[config.mk]
export PLATFORM = sky130hd
export DESIGN_NAME = wob_ctrl
export DESIGN_NICKNAME = d
export VERILOG_FILES = /design/src/rtl/core/wob_pkg.sv /design/src/rtl/core/wob_ctrl.sv
export SDC_FILE = /design/constraint.sdc
export NUM_CORES = 1
export LEC_CHECK = 0
export BUFFER_PORTS_ARGS = -buffer_cell sky130_fd_sc_hd__buf_2
export CORE_MARGIN = 3
export CORE_UTILIZATION = 23
export DETAILED_ROUTE_END_ITERATION = 10
export GPL_TIMING_DRIVEN = 0
export HOLD_SLACK_MARGIN = 0.02
export SLEW_MARGIN = 20
export SYNTH_ARGS = -nofsm -noshare
export SYNTH_HDL_FRONTEND = slang
export SYNTH_SLANG_ARGS = --single-unit
[constraint.sdc]
create_clock -name i_clk -period 2.61 [get_ports i_clk]
set_input_delay 0.1305 -clock i_clk [delete_from_list [all_inputs] [get_ports i_clk]]
set_output_delay 0.1305 -clock i_clk [all_outputs]
set_load 0.1 [all_outputs]
[src/rtl/core/wob_pkg.sv]
// Package for the wavetable oscillator bank: types, constants, sine table.
`timescale 1ns / 1ps
package wob_pkg;

    localparam int SINE_SIZE  = 1024;
    localparam int SINE_AW    = $clog2(SINE_SIZE);
    localparam int QUARTER    = SINE_SIZE / 4;
    localparam int QT_AW      = $clog2(QUARTER + 1);
    localparam int MAX_OSC    = 255;
    localparam int OSC_AW     = $clog2(MAX_OSC + 1);
    localparam int HOP_MAX    = 1024;
    localparam int BUF_AW     = $clog2(HOP_MAX);
    localparam int HOP_W      = 11;
    localparam int CNT_W      = 11;
    localparam int PH_W       = SINE_AW + 32;
    localparam int AMP_W      = 33;
    localparam int DIV_W      = 57;
    localparam int REM_W      = HOP_W + 1;
    localparam int PIPE_DEPTH = 4;

    localparam longint unsigned PI_Q30  = 64'd3373259426;
    localparam longint unsigned ONE_Q30 = 64'd1 << 30;

    localparam logic CFG_HOP = 1'b0;
    localparam logic CFG_MAG = 1'b1;

    typedef struct packed {
        logic                cmd;
        logic [7:0]          osc_index;
        logic [15:0]         prev_amp;
        logic [15:0]         next_amp;
        logic [23:0]         prev_freq;
        logic [23:0]         next_freq;
        logic signed [31:0]  prior_sample;
    } t_in;

    typedef struct packed {
        logic signed [31:0]  out_sample;
        logic                last_sample;
    } t_out;

    typedef enum logic [3:0] {
        ST_CLEAR, ST_IDLE, ST_PH_RD, ST_SETUP, ST_DIVA_LD, ST_DIVA, ST_DIVB_LD,
        ST_DIVB, ST_RUN_LD, ST_RUN, ST_FLUSH, ST_DR_RD, ST_DR_WR
    } t_state;

    typedef struct packed {
        logic             clr_we;
        logic             latch;
        logic             setup;
        logic             div_ld_a;
        logic             div_ld_b;
        logic             div_step;
        logic             st_damp;
        logic             st_dinc;
        logic             smp;
        logic             ph_wr;
        logic             dr_wr;
        logic [CNT_W-1:0] cnt;
    } t_cmd;

    typedef struct packed {
        logic             skip;
        logic [HOP_W-1:0] hop;
    } t_stat;

    typedef logic [QUARTER:0][15:0] t_qtab;

    // quarter-wave table, entry m = round(32767*sin(2*pi*m/SINE_SIZE))
    function automatic t_qtab build_qtab();
        t_qtab             tab;
        longint unsigned   x;
        longint unsigned   x2;
        longint unsigned   t;
        longint unsigned   s;
        longint unsigned   r;
        for (int m = 0; m <= QUARTER; m++) begin
            x  = (longint'(m) * 2 * PI_Q30) / SINE_SIZE;
            x2 = (x * x) >> 30;
            t  = ONE_Q30;
            t  = ONE_Q30 - ((x2 * t) >> 30) / 110;
            t  = ONE_Q30 - ((x2 * t) >> 30) / 72;
            t  = ONE_Q30 - ((x2 * t) >> 30) / 42;
            t  = ONE_Q30 - ((x2 * t) >> 30) / 20;
            t  = ONE_Q30 - ((x2 * t) >> 30) / 6;
            s  = (x * t) >> 30;
            r  = (s * 32767 + (64'd1 << 29)) >> 30;
            if (r > 32767) r = 32767;
            tab[m] = r[15:0];
        end
        return tab;
    endfunction

    localparam t_qtab QTAB = build_qtab();

    function automatic logic signed [15:0] sine_at(input logic [SINE_AW-1:0] k);
        logic [QT_AW-1:0] m;
        logic             neg;
        logic [15:0]      v;
        case (k[SINE_AW-1:SINE_AW-2])
            2'd0: begin
                m   = QT_AW'(k[SINE_AW-3:0]);
                neg = 1'b0;
            end
            2'd1: begin
                m   = QT_AW'((SINE_AW + 1)'(SINE_SIZE / 2) - (SINE_AW + 1)'(k));
                neg = 1'b0;
            end
            2'd2: begin
                m   = QT_AW'(k[SINE_AW-3:0]);
                neg = 1'b1;
            end
            default: begin
                m   = QT_AW'((SINE_AW + 1)'(SINE_SIZE) - (SINE_AW + 1)'(k));
                neg = 1'b1;
            end
        endcase
        v = QTAB[m];
        return neg ? -$signed(v) : $signed(v);
    endfunction

endpackage

[src/rtl/core/wob_ctrl.sv]
// Sequencer for the oscillator bank: clear pass, setup, division, sample loop, drain.
`timescale 1ns / 1ps
module wob_ctrl (
    input  logic           i_clk,
    input  logic           i_rst_n,
    input  logic           i_start,
    input  logic           i_cmd,
    input  wob_pkg::t_stat i_stat,
    output logic           o_busy,
    output wob_pkg::t_cmd  o_cmd
);
    wob_pkg::t_state               r_state, n_state;
    logic [wob_pkg::CNT_W-1:0]     r_cnt, n_cnt;

    always_ff @(posedge i_clk) begin
        if (!i_rst_n) begin
            r_state <= wob_pkg::ST_CLEAR;
            r_cnt   <= '0;
        end else begin
            r_state <= n_state;
            r_cnt   <= n_cnt;
        end
    end

    always_comb begin
        n_state = r_state;
        n_cnt   = r_cnt;
        case (r_state)
            wob_pkg::ST_CLEAR: begin
                if (r_cnt == wob_pkg::CNT_W'(wob_pkg::HOP_MAX - 1)) begin
                    n_state = wob_pkg::ST_IDLE;
                    n_cnt   = '0;
                end else begin
                    n_cnt = r_cnt + 1'b1;
                end
            end
            wob_pkg::ST_IDLE: begin
                if (i_start) begin
                    n_state = i_cmd ? wob_pkg::ST_DR_RD : wob_pkg::ST_PH_RD;
                end
            end
            wob_pkg::ST_PH_RD: n_state = i_stat.skip ? wob_pkg::ST_IDLE : wob_pkg::ST_SETUP;
            wob_pkg::ST_SETUP: n_state = wob_pkg::ST_DIVA_LD;
            wob_pkg::ST_DIVA_LD: begin
                n_state = wob_pkg::ST_DIVA;
                n_cnt   = '0;
            end
            wob_pkg::ST_DIVA: begin
                if (r_cnt == wob_pkg::CNT_W'(wob_pkg::DIV_W - 1)) begin
                    n_state = wob_pkg::ST_DIVB_LD;
                    n_cnt   = '0;
                end else begin
                    n_cnt = r_cnt + 1'b1;
                end
            end
            wob_pkg::ST_DIVB_LD: n_state = wob_pkg::ST_DIVB;
            wob_pkg::ST_DIVB: begin
                if (r_cnt == wob_pkg::CNT_W'(wob_pkg::DIV_W - 1)) begin
                    n_state = wob_pkg::ST_RUN_LD;
                    n_cnt   = '0;
                end else begin
                    n_cnt = r_cnt + 1'b1;
                end
            end
            wob_pkg::ST_RUN_LD: begin
                n_state = wob_pkg::ST_RUN;
                n_cnt   = '0;
            end
            wob_pkg::ST_RUN: begin
                if (r_cnt == i_stat.hop - 1'b1) begin
                    n_state = wob_pkg::ST_FLUSH;
                    n_cnt   = '0;
                end else begin
                    n_cnt = r_cnt + 1'b1;
                end
            end
            wob_pkg::ST_FLUSH: begin
                if (r_cnt == wob_pkg::CNT_W'(wob_pkg::PIPE_DEPTH - 1)) begin
                    n_state = wob_pkg::ST_IDLE;
                    n_cnt   = '0;
                end else begin
                    n_cnt = r_cnt + 1'b1;
                end
            end
            wob_pkg::ST_DR_RD: n_state = wob_pkg::ST_DR_WR;
            wob_pkg::ST_DR_WR: n_state = wob_pkg::ST_IDLE;
            default: begin
                n_state = wob_pkg::ST_IDLE;
                n_cnt   = '0;
            end
        endcase
    end

    always_comb begin
        o_cmd          = '0;
        o_cmd.cnt      = r_cnt;
        o_cmd.clr_we   = (r_state == wob_pkg::ST_CLEAR);
        o_cmd.latch    = (r_state == wob_pkg::ST_IDLE) && i_start;
        o_cmd.setup    = (r_state == wob_pkg::ST_SETUP);
        o_cmd.div_ld_a = (r_state == wob_pkg::ST_DIVA_LD);
        o_cmd.div_ld_b = (r_state == wob_pkg::ST_DIVB_LD);
        o_cmd.st_damp  = (r_state == wob_pkg::ST_DIVB_LD);
        o_cmd.div_step = (r_state == wob_pkg::ST_DIVA) || (r_state == wob_pkg::ST_DIVB);
        o_cmd.st_dinc  = (r_state == wob_pkg::ST_RUN_LD);
        o_cmd.smp      = (r_state == wob_pkg::ST_RUN);
        o_cmd.ph_wr    = (r_state == wob_pkg::ST_FLUSH) && (r_cnt == '0);
        o_cmd.dr_wr    = (r_state == wob_pkg::ST_DR_WR);
        o_busy         = (r_state != wob_pkg::ST_IDLE);
    end
endmodule

==> impl_metrics.yaml <==
critical_path:
  crit_family: "compound AO/OA/AOI/OAI gates"
  cp.buffers_inverters: 3
  r2r_slack_ns: 0.18
  crit_arrival_ns: 2.60
  crit_fanout: 10
  r2r_end: "r_cnt[9]"
  cp-end-kind: "flop"
  worstPathRequired_ns: 2.76
  startpoint_type: "primary input"
  crit_type: "in -> reg"
  critPathSlowestCell: "nor3b_2"
  cpPeakStageDelay_ns: 0.47
  reg2regPathDepth: 10
  crit_chain: "buf_2 > inv_1 > ha_1 > nor3b_2 > nand3b_1 > a2111oi_4 > nand3_2 > o21ai_4 > a21oi_2 > buf_6 > a21o_1 > a22o_1"
  rr_startpoint: "r_cnt[0]"
yosys:
  synth_compound_area_frac: 0.307
  ys_seq_area_frac: 0.211
  synth_fa_ha_area_frac: 0.0264
  synthXorXnorAreaFrac: 0.0590
  synth_fp_nets: 211
  syn_inst: 192
  yosys_warnings: 0
  synth_edf_count: 0
  ys_types: 56
  synth_top_family_by_area: "simple AND/OR/NAND/NOR gates"
  synthArstFlopShare: 0
  syn_area_per_cell_um2: 7.40
  synthFlopType: "dfxtp_1"
  synthMuxAreaShare: 0.0141
  synth-simple-area-share: 0.322
  syn_area_um2: 1420
  synth_seq_cells: 15
die:
  start_util: 0.247
  rows: 27
  die_y_um: 84.6
  io_pins: 39
  die-area_um2: 7150
  core_region_area_um2: 5740
  die_x_um: 84.6
sta:
  layout_min_cycle_time_ns: 2.45
  fin_worst_skew_ns: 0.00338
  max_freq_mhz: 409
  worst_pin_slew_ns: 0.717
  hold_violations: 0
  fin_crit_sh: 0.937
  max_slew_margin: 0.517
  hold_ws_ns: 0.138
  rsz0062_at_grt: "false"
  setup_viol: 0
  setup_ws_ns: 0.164
  finalMaxSlewViolations: 0
pwr:
  swShare: 0.542
  sequentialPowerShare: 0.227
  power_report.internal_total_mw: 0.624
  powerDensity_nw_per_um2: 751
  clkPwrFrac: 0.141
  power.switching_mw: 0.739
  leakagePower_nw: 0.745
  combPwrFrac: 0.632
  ir_drop_mv: 0.461
clock_network:
  clkTransAtPathRegs_ns: 0.06
  cts_tree: "yes"
  h-tree-depth: 1
  postCtsHoldBufs: 0
  clk_latency_ns: 0.25
  clkSinkCount: 15
  cts_buffers: 3
  post_cts_buffers: 0
  ctsRootBufferMaster: "clkbuf_8"
  clock_path_buffers: 2
min_path:
  worstHoldStart: "i_rst_n"
  hold_class: "in -> reg"
  whs_path_depth: 2
  hold_path_end: "r_state[2]"
layout:
  areaGrowthSynthToFinish_pct: 27.8
  final_common_cell: "buf_2"
  fillCellCount: 625
  fin_util: 0.316
  drive_above_1_share: 0.353
  nNetsFinal: 252
  final_cell_mix: "buf_2, nor2_1, nand2_1, o21ai_0, a21oi_1"
  fin_area_um2: 1810
  diodes: 0
place:
  dp_hpwl_um: 3010
  gp_congestion: 0.860
  dp_slack_ns: -0.104
  port_buffers: 38
  dpl-instance-area_um2: 1760
status:
  outcome: "finished clean"
drt:
  drt-total-wl_um: 3890
  vias_per_cell: 5.00
  dr_total_vias: 1519
  drc: 0
  firstDrtPassIters: 4
  drt-wirelength-per-cell_um: 12.8
  drtIter0Drc: 92
  antenna_left: 0
global_routing:
  grt_antenna_before_repair: 0
  grt_max_degree: 11
  grt_overflow: 0
  grt_pass1_wl_um: 6620
  grt_pass1_vias: 1427
  track_usage: 0.111
flow_run:
  drv_cap: 0
sequential cells by signal (all words and copies together), names as in the netlist:
signal   flops
r_cnt       11
r_state      4
cell usage after synthesis, types with 4 or more instances:
cell	number	share of area
inv_1	10	0.026
or2b_2	4	0.025
clkbuf_1	7	0.019
nand2_1	15	0.040
xnor2_1	5	0.031
nor2_1	24	0.063
dfxtp_1	15	0.21
nor3_1	10	0.035
nand2b_1	4	0.018
nand3_1	5	0.018
o21ai_0	12	0.042
a211oi_1	6	0.032
a21oi_1	11	0.039
worst max-delay path by stage:
stage                           from        to  slack [ns]  depth (start not counted)
after detailed placement   i_stat[0]  r_cnt[9]       -0.10                         12
final                      i_stat[0]  r_cnt[9]        0.16                         12
after global routing        r_cnt[8]  r_cnt[9]        0.03                          9
after global placement     i_stat[0]  r_cnt[9]       -0.06                         12
after floorplan           r_state[2]  r_cnt[8]       -0.32                          7
after CTS                   r_cnt[4]  r_cnt[9]       0.004                         10
power groups by stage:
| stage | Sequential, mW | Clock (mW) | Combinational (mW) |
|---|---|---|---|
| 3_3_place_gp | 0.314 | 0 | 0.854 |
| 2_1_floorplan | 0.442 | 0 | 0.581 |
| 6_report | 0.310 | 0.192 | 0.861 |
| 3_5_place_dp | 0.314 | 0 | 0.856 |
| 5_1_grt | 0.322 | 0.214 | 0.930 |
| 4_1_cts | 0.310 | 0.199 | 0.856 |
kinds of logic (layout without fill, tap and decap cells):
| logic type | count (synthesis) | count (layout) |
|---|---|---|
| AOI/OAI and AO/OA | 58 | 58 |
| xor gates and xnor gates | 8 | 8 |
| adders and majority gates | 3 | 3 |
| buffers and inverters | 20 | 60 |
| DFF | 15 | 15 |
| muxes | 2 | 2 |
| and+or+nand+nor | 86 | 86 |
layout make-up:
class,count,area [um2],share of cell area
inverters,11,41.3,0.0228
flip-flops and latches,15,322,0.177
clock buffers,4,45.0,0.0248
plain buffers,7,37.5,0.0207
well taps,72,90.1,0.0497
repair buffers,38,190,0.105
multi-input cells,157,1090,0.600
per-stage QoR:
stage          TNS (ns)  cells  total power [mW]
6_report              0    304              1.36
5_1_grt               0    304              1.47
4_1_cts               0    305              1.37
3_5_place_dp     -0.235    302              1.17
3_3_place_gp     -0.109    302              1.17
2_1_floorplan     -2.61    192              1.02
worst register-to-register path, stage by stage, from the launching register on:
cell	delay [ns]
dfxtp_4	0.38
ha_2	0.22
nand3_2	0.14
or4_4	0.56
o21a_1	0.19
nor2_1	0.11
and2_4	0.20
a21oi_2	0.07
buf_6	0.15
a21o_1	0.15
a22o_1	0.16
layer usage:
layer | up-vias | share of wire | track usage
met5 | - | 0 | 0
met4 | 0 | 0.015 | 0.0475
met3 | 5 | 0.068 | 0.0294
met2 | 39 | 0.42 | 0.167
met1 | 691 | 0.50 | 0.148
li1 | 784 | - | -
what timing repair did:
item	4_1_cts	5_1_grt
gates cloned	0	0
gates resized for setup	0	4
endpoints found under the setup margin	1	9
(Power assumes the default switching activity.)
